==> config.mk <==
export PLATFORM = sky130hd
export DESIGN_NAME = i2ces_outq
export DESIGN_NICKNAME = d
export VERILOG_FILES = /design/src/rtl/i2ces_outq.sv
export SDC_FILE = /design/constraint.sdc
export NUM_CORES = 1
export LEC_CHECK = 0
export ABC_AREA = 1
export ABC_CLOCK_PERIOD_IN_PS = 1950
export BUFFER_PORTS_ARGS = -buffer_cell sky130_fd_sc_hd__buf_4
export CORE_MARGIN = 1
export CORE_UTILIZATION = 49
export CTS_CLUSTER_DIAMETER = 40
export DETAILED_ROUTE_END_ITERATION = 8
export PLACE_DENSITY = 0.75
export SLEW_MARGIN = 20
export SYNTH_ARGS = -nofsm -noshare
export SYNTH_HDL_FRONTEND = slang
export SYNTH_SLANG_ARGS = --single-unit
export TNS_END_PERCENT = 5
==> constraint.sdc <==
create_clock -name clk -period 1.95 [get_ports clk]
set_input_delay 0.39 -clock clk [delete_from_list [all_inputs] [get_ports clk]]
set_output_delay 0.39 -clock clk [all_outputs]
set_load 0.05 [all_outputs]
==> src/rtl/i2ces_outq.sv <==
// ----------------------------------------------------------------------------
// i2ces_outq
// two-entry result queue: output register plus skid entry
// ----------------------------------------------------------------------------
module i2ces_outq (
  input  logic       clk,
  input  logic       rst,
  input  logic       push,
  input  logic [7:0] din,
  output logic       full,
  output logic       out_valid,
  input  logic       out_stall,
  output logic [7:0] port_value
);

  logic [1:0] cnt;
  logic [1:0] cnt_next;
  logic [7:0] head;
  logic [7:0] skid;
  logic       pop;

  assign pop        = out_valid && !out_stall;
  assign out_valid  = (cnt != 2'd0);
  assign full       = (cnt == 2'd2);
  assign port_value = head;

  always_comb begin
    cnt_next = cnt;
    if (push && !pop) begin
      cnt_next = cnt + 2'd1;
    end else if (pop && !push) begin
      cnt_next = cnt - 2'd1;
    end
  end

  always_ff @(posedge clk) begin
    if (rst) begin
      cnt <= 2'd0;
    end else begin
      cnt <= cnt_next;
    end
  end

  always_ff @(posedge clk) begin
    if (pop) begin
      if (push && cnt == 2'd1) begin
        head <= din;
      end else begin
        head <= skid;
      end
      if (push && cnt == 2'd2) begin
        skid <= din;
      end
    end else if (push) begin
      if (cnt == 2'd0) begin
        head <= din;
      end else begin
        skid <= din;
      end
    end
  end

`ifndef SYNTHESIS
  a_last_pop_empties: assert property (@(posedge clk) disable iff (rst)
    (pop && !push && cnt == 2'd1) |=> !out_valid)
    else $error("queue not empty after last transfer");
  a_no_push_full: assert property (@(posedge clk) disable iff (rst)
    (push && full) |-> pop)
    else $error("push into full queue");
`endif

endmodule

# After elaboration in Yosys (flattened, before gate mapping)
# Cells that the tools add are included.
[op_classes]
n_addsub = 2
n_eq_ne = 4
mux = 10
reduce_logical = 15
[ops]
columns = ["cell", "n"]
rows = [
  ["8-bit 2-to-1 mux", 8],
  ["2-bit nonzero test", 4],
  ["1-bit logical AND", 5],
  ["2-bit 2-to-1 mux", 2],
  ["1-bit zero test", 3],
  ["3-bit AND reduction", 1],
  ["2-bit by 1-bit adder with 2-bit output, second input constant", 1],
  ["2-bit by 1-bit == test with 1-bit output, second input constant", 1],
  ["2-bit == test, second input constant", 1],
  ["2-bit zero test", 1],
  ["2-bit by 1-bit != test with 1-bit output, second input constant", 1],
  ["2-bit != test, second input constant", 1],
  ["2-bit AND reduction", 1],
  ["2-bit by 1-bit subtractor with 2-bit output, second input constant", 1],
]
[word_totals]
ff_bits = 18
word_cells = 34

# Longest topological paths before layout
# Gate-level depths: netlist (run 1).
[depth]
depth_word = 5
depth_mapped = 10
ltp_nobuf = 10

# Least setup slack after synthesis (run 1)
# No wires, ideal clock.
[synth_timing]
kind = "register to register"
startpoint = "register cnt[0]"
endpoint = "register head[0] (netlist: port_value[0]), enable pin"
setup_time_ps = 384
arrival_time_ps = 1552
required_ps = 1566
path_slack_ps = 14
path_stages_with_launch = 5
path_buffers = 0
period_less_slack_ps = 1936
cell_sequence = "dfxtp_1 > inv_1 > ha_1 > inv_1 > o21ai_0"
[synth_via]
elab_chain_cells = 4
word_cells_on_any_way = 6
cone_classes = "6 x reduce/logical"
[synth_rtl]
columns = ["item", "line", "text"]
rows = [
  ["from (decl)", "16", "logic [1:0] cnt;"],
  ["from (signal assigned)", "40", "cnt <= cnt_next;"],
  ["2-bit nonzero test (*)", "23", "assign out_valid = (cnt != 2'd0);"],
  ["net out_valid", "11", "output logic out_valid,"],
  ["1-bit logical AND (*)", "22", "assign pop = out_valid && !out_stall;"],
  ["2-bit nonzero test (no source line)", "-", ""],
  ["2-bit AND reduction (no source line) (*)", "-", ""],
  ["to (signal assigned)", "47", "head <= din;"],
  ["to (signal assigned)", "49", "head <= skid;"],
  ["to (signal assigned)", "56", "head <= din;"],
  ["to (decl)", "18", "logic [7:0] head;"],
]
# Mark *: on every way through the listed nets, which the timed path passes. The rest lies on a longest branch.
# A chain may end at the register's enable or synchronous reset.

# Final worst setup path (run 1)
[layout_timing]
startpoint = "register cnt[0]"
endpoint = "register skid[5], enable pin"
[layout_via]
elab_chain_cells = 4
word_cells_on_any_way = 9
cone_classes = "3 x eq/ne; 6 x reduce/logical"
[layout_rtl]
columns = ["item", "line", "text"]
rows = [
  ["2-bit == test / 2-bit nonzero test (equally long branches)", "51, 23", ""],
  ["1-bit logical AND (on tied branches)", "51, 22", ""],
  ["2-bit by 1-bit != test with 1-bit output (no source line), or another cell as far along", "-", ""],
  ["3-bit AND reduction (no source line) (*)", "-", ""],
  ["to (signal assigned)", "52", "skid <= din;"],
  ["to (signal assigned)", "58", "skid <= din;"],
  ["to (decl)", "19", "logic [7:0] skid;"],
]
# Mark *: on every way between the ends. The rest lies on a longest branch, timed or not.

==> results of run 1 <==
## Yosys cell counts
master	instances	area, sq um
dfxtp_1	2	40.0
edfxtp_1	16	480
ha_1	5	62.6
inv_1	10	37.5
nand2_1	20	75.1
nand2_2	1	6.26
nand2_4	1	11.3
nand3_1	9	45.0
nor2_1	4	15.0
nor2_4	1	11.3
o21ai_0	2	10.0
xnor2_1	1	8.76
## path summary, 6_finish.rpt
check	startpoint	end	slack (ns)
setup / recovery	cnt[0]	skid[5]	0.15
hold / removal	rst	cnt[0]	0.26
setup reg to reg	cnt[0]	skid[5]	0.15
hold reg to reg	skid[3]	port_value[3]	0.56
## per-stage QoR
step	area, sq um	worst slack (ns)	std cells	utilization [%]
floorplan	803	0.0144	72	-
global placement	996	0.238	111	65.4
detailed placement	996	0.171	111	65.4
CTS	1020	0.156	115	67.1
global route	1020	0.0357	115	67.1
finish	1020	0.152	115	67.1
## power groups by stage
stage                     logic (mW)  clock network [mW]  registers [mW]
after floorplan                0.340                   0           0.852
after detailed placement       0.808                   0           0.618
after global routing           0.864               0.201           0.616
after CTS                      0.810               0.187           0.609
after global placement         0.790                   0           0.613
final                          0.806               0.184           0.607
## critical path: cells and delay by family, from the launching register on
family                   cells  cell delay (ns)
adder cells (fa/ha/maj)      2             0.44
buffers and inverters        3             0.38
flip-flops                   1             0.38
AND/OR/NAND/NOR              2             0.20
AO/OA/AOI/OAI                1             0.09
## final cells by class
type / count / area (sq um)
Clock buffer: 3 / 22.5
Timing Repair Buffer: 23 / 173
Inverter: 10 / 37.5
Tap cell: 16 / 20.0
Fill cell: 117 / 502
Multi-Input combinational cell: 44 / 245
Sequential cell: 18 / 520
Clock inverter: 1 / 3.75
## logic make-up (layout without fill, tap and decap cells)
family | after synthesis | after routing | share of synthesized area (%)
and+or+nand+nor | 36 | 36 | 20.4
DFF | 18 | 18 | 64.8
buffers and inverters | 10 | 37 | 4.67
adders and majority gates | 5 | 5 | 7.79
AOI/OAI and AO/OA | 2 | 2 | 1.25
xor gates and xnor gates | 1 | 1 | 1.09
## per-layer routing
| layer | GRT usage, % | vias up | wire (um) |
|---|---|---|---|
| met5 | 0 | - | 0 |
| met4 | 9.38 | 0 | 26 |
| met3 | 3.88 | 4 | 37 |
| met2 | 29.8 | 12 | 697 |
| met1 | 19.0 | 260 | 588 |
| li1 | - | 292 | - |
## sequential cells by signal, indices dropped and copies added, names as in the netlist
register    cells
cnt             2
port_value      8
skid            8
==> results.cfg, run 1 <==
[timing]
clock_skew_ns = 0.00242
finalSetupViolations = 0
max_freq_ghz = 0.556
holdWs_ns = 0.257
worst_pin_slew_ns = 0.285
relSlewSlack_pct = 81.0
timing.final.crit_share_pct = 92.2
finalHoldViolations = 0
period_needed_ns = 1.80
drv_slew = 0
rsz0062_at_grt = false
fin_setup_tns_ns = 0

[clock_network]
cts_tree = done
cts.sinks = 18
path_clk_slew_ns = 0.09
ctsResizeCount = 0
h-tree-depth = 1
numCtsBuffers = 3
root_buffer = clkbuf_4
clk-insertion-delay-late_ns = 0.29
cts_hold_buffers = 0
cts_setup_buffers = 0
cts_buffer_depth = 2

[synth]
syn_inst = 72
synth_cell_types = 12
syn_area_sq_um = 803
syn_area_per_cell_sq_um = 11.2
synth_nets = 89
synth-seq-cells = 18
yosysSeqAreaShare_pct = 64.8
ys_warn_count = 0

[die]
row_count = 14
pin_count = 22
initial_core_util_pct = 52.7
die-area_sq_um = 1810
fp.dieH_um = 42.5
chipWidth_um = 42.5
core_sq_um = 1520

[grt]
grt_pass1_vias = 522
grt_overflow_total = 0
grt_util_all_layers_pct = 17.1
grt_pass1_wl_mm = 2.21
grt_antenna_before_repair = 0
grt_max_degree = 11

[final_layout]
most-common-layout-cells = buf_4, nand2_1, edfxtp_1, inv_1, nand3_1
insertedDiodeCount = 0
fin_nets = 117
drive_above_1_share_pct = 29.3
layout_commonest_cell = buf_4
area_growth_pct = 27.3

[power_and_ir_drop]
power.leakage_nw = 0.483
powerDensity_nw_per_um2 = 1560
internal-power_mw = 0.889
p_sw_mw = 0.708
sw_frac_of_total_pct = 44.3
ir_worst_vdd_mv = 1.06
power.total_mw = 1.60
p_clk_share_pct = 11.5
p_seq_share_pct = 38.0
p_comb_share_pct = 50.5

[worst_hold_path]
min_path_cells = 2
worstHoldPathType = in2reg

[routing]
drc = 0
avgRoutedWirePerCell_um = 11.7
detail_route.iter0.violations = 8
first_pass_iters = 4
routed_wl_mm = 1.35
viasPerCell = 4.94
vias = 568
antenna_left = 0

[setup_path]
crit_slowest_cell = dfxtp_1
cp-end-kind = flip-flop
crit_fanout = 8
crit_type = reg2reg
reg2reg_depth = 8
cp-start-kind = flip-flop
crit_top_cell = inv_1
max_stage_delay_ns = 0.38
required_ns = 1.93
path_cells = inv_1, ha_1, nor2_4, inv_1, ha_1, nor2_1, o21ai_0, inv_1
arrival_ns = 1.77

[outcome]
status = finished clean

[run]
max-cap-violations = 0

[placement]
io_buffers = 21
dp_hpwl_mm = 1.02
place_congestion = 0.802
No activity file was read; power rests on OpenSTA's default activity.
==> run 2: changes to the inputs <==
- ABC_CLOCK_PERIOD_IN_PS: 1950 -> 2100
- CORE_UTILIZATION: 49 -> 50
- PLACE_DENSITY: 0.75 -> 0.77
- clock period: 1.95 -> 2.1 ns (I/O delays scaled with it)
==> run 2 against run 1 <==
Net effect: final area shrank 0.73%; wire length rose by 0.89%; count of clock-buffer cells in the layout stayed put; core utilization is 0.28 points higher; non-clock buffer count is 1 lower; sequential power down 6.3%; hold slack gained 0.023 ns; maximum frequency is 7.0% lower; clock skew is 0.0015 ns lower; largest power group unchanged.
==> results.cfg, run 2 (same netlist as run 1, synthesis figures left out) <==
[worst_hold_path]
worstHoldPathType = in2reg
holdCritStartpoint = rst

[setup_path]
crit_fanout = 8
crit_start = cnt[0]
r2r_slack_ns = 0.17
max_stage_delay_ns = 0.83
reg2reg_depth = 4
cp-start-kind = flip-flop
crit_buf_inv = 2
endpoint = port_value[3]
arrival_ns = 1.85
required_ns = 2.02
critPathTopFamily = compound AO/OA/AOI/OAI gates
crit_slowest_cell = o21ai_0
crit_type = reg2reg
worst-path-stages = 4
crit_top_cell = inv_1
reg2reg_from = cnt[0]
cp-end-kind = flip-flop
r2r_end = port_value[3]
path_cells = inv_1, ha_1, inv_1, o21ai_0

[routing]
antenna_left = 0
detail_route.iter0.violations = 10
drc = 0
avgRoutedWirePerCell_um = 11.9
viasPerCell = 4.92
routed_wl_mm = 1.36
first_pass_iters = 4
vias = 561

[final_layout]
most-common-layout-cells = buf_4, nand2_1, edfxtp_1, inv_1, nand3_1
drive_above_1_share_pct = 28.6
insertedDiodeCount = 0
area_growth_pct = 26.3
post-route-util_pct = 67.4
fin_nets = 116
layout_commonest_cell = buf_4

[power_and_ir_drop]
powerDensity_nw_per_um2 = 1450
ir_worst_vdd_mv = 0.779
power.leakage_nw = 0.478

[grt]
grt_max_degree = 11
grt_antenna_before_repair = 0
grt_util_all_layers_pct = 18.4
grt_pass1_vias = 566
grt_pass1_wl_mm = 2.30
grt_overflow_total = 0

[clock_network]
cts_buffer_depth = 2
cts_tree = done
h-tree-depth = 1
path_clk_slew_ns = 0.09
clk-insertion-delay-late_ns = 0.29
cts.sinks = 18
numCtsBuffers = 3
ctsResizeCount = 0
cts_setup_buffers = 0
cts_hold_buffers = 0
root_buffer = clkbuf_4

[timing]
relSlewSlack_pct = 28.1
finalSetupViolations = 0
finalHoldViolations = 0
worst_pin_slew_ns = 1.07
rsz0062_at_grt = false
fin_setup_tns_ns = 0
drv_slew = 0
max_freq_ghz = 0.517
clock_skew_ns = 0.000923
period_needed_ns = 1.93
timing.final.crit_share_pct = 92.1

[die]
chipWidth_um = 42.1
row_count = 14
pin_count = 22
initial_core_util_pct = 53.3
core_sq_um = 1510
fp.dieH_um = 42.1
die-area_sq_um = 1770

[placement]
io_buffers = 21
dp_hpwl_mm = 1.01
place_congestion = 0.828

[outcome]
status = finished clean

[run]
max-cap-violations = 0
==> run 2: cell count changes in the layout (fill, tap and decap cells not counted), sizes merged <==
cell and change:
buf -1
==> run 2: layout make-up <==
class                      count  area [sq um]
sequential                    18           520
fill                         127           492
multi-input combinational     44           245
timing repair buffer          22           165
inverter                      10          37.5
clock buffer                   3          22.5
tap                           16          20.0
clock inverter                 1          3.75
==> run 2: metrics by stage <==
stage | power (mW) | cells | setup WS [ns] | hold WS [ns] | instance area, sq um
6_report | 1.47 | 114 | 0.166 | 0.280 | 1010
4_1_cts | 1.49 | 114 | 0.136 | 0.272 | 1010
5_1_grt | 1.56 | 114 | 0.0382 | 0.264 | 1010
3_3_place_gp | 1.30 | 110 | 0.218 | 0.521 | 988
2_1_floorplan | 1.11 | 72 | 0.164 | 0.492 | 803
3_5_place_dp | 1.31 | 110 | 0.157 | 0.532 | 988
==> run 2: worst min path at each step <==
stage / end / slack [ns] / depth (start not counted)
detailed placement: cnt[0] / 0.53 / 2
floorplan: cnt[0] / 0.49 / 1
global placement: cnt[0] / 0.52 / 2
CTS: cnt[0] / 0.27 / 2
global route: cnt[0] / 0.26 / 2
finish: cnt[0] / 0.28 / 2
==> run 2: metal layers <==
layer,up-vias,global-route usage (%),share of wire [%]
li1,287,-,-
met1,256,18.5,40
met2,14,32.2,54
met3,4,5.17,3.7
met4,0,13.1,2.4
met5,-,0,0
==> run 2: power breakdown <==
group	internal [mW]	switching (mW)	total (mW)
Clock	0.0692	0.102	0.171
Combinational	0.214	0.516	0.730
Sequential	0.533	0.0369	0.569
Total	0.816	0.655	1.47
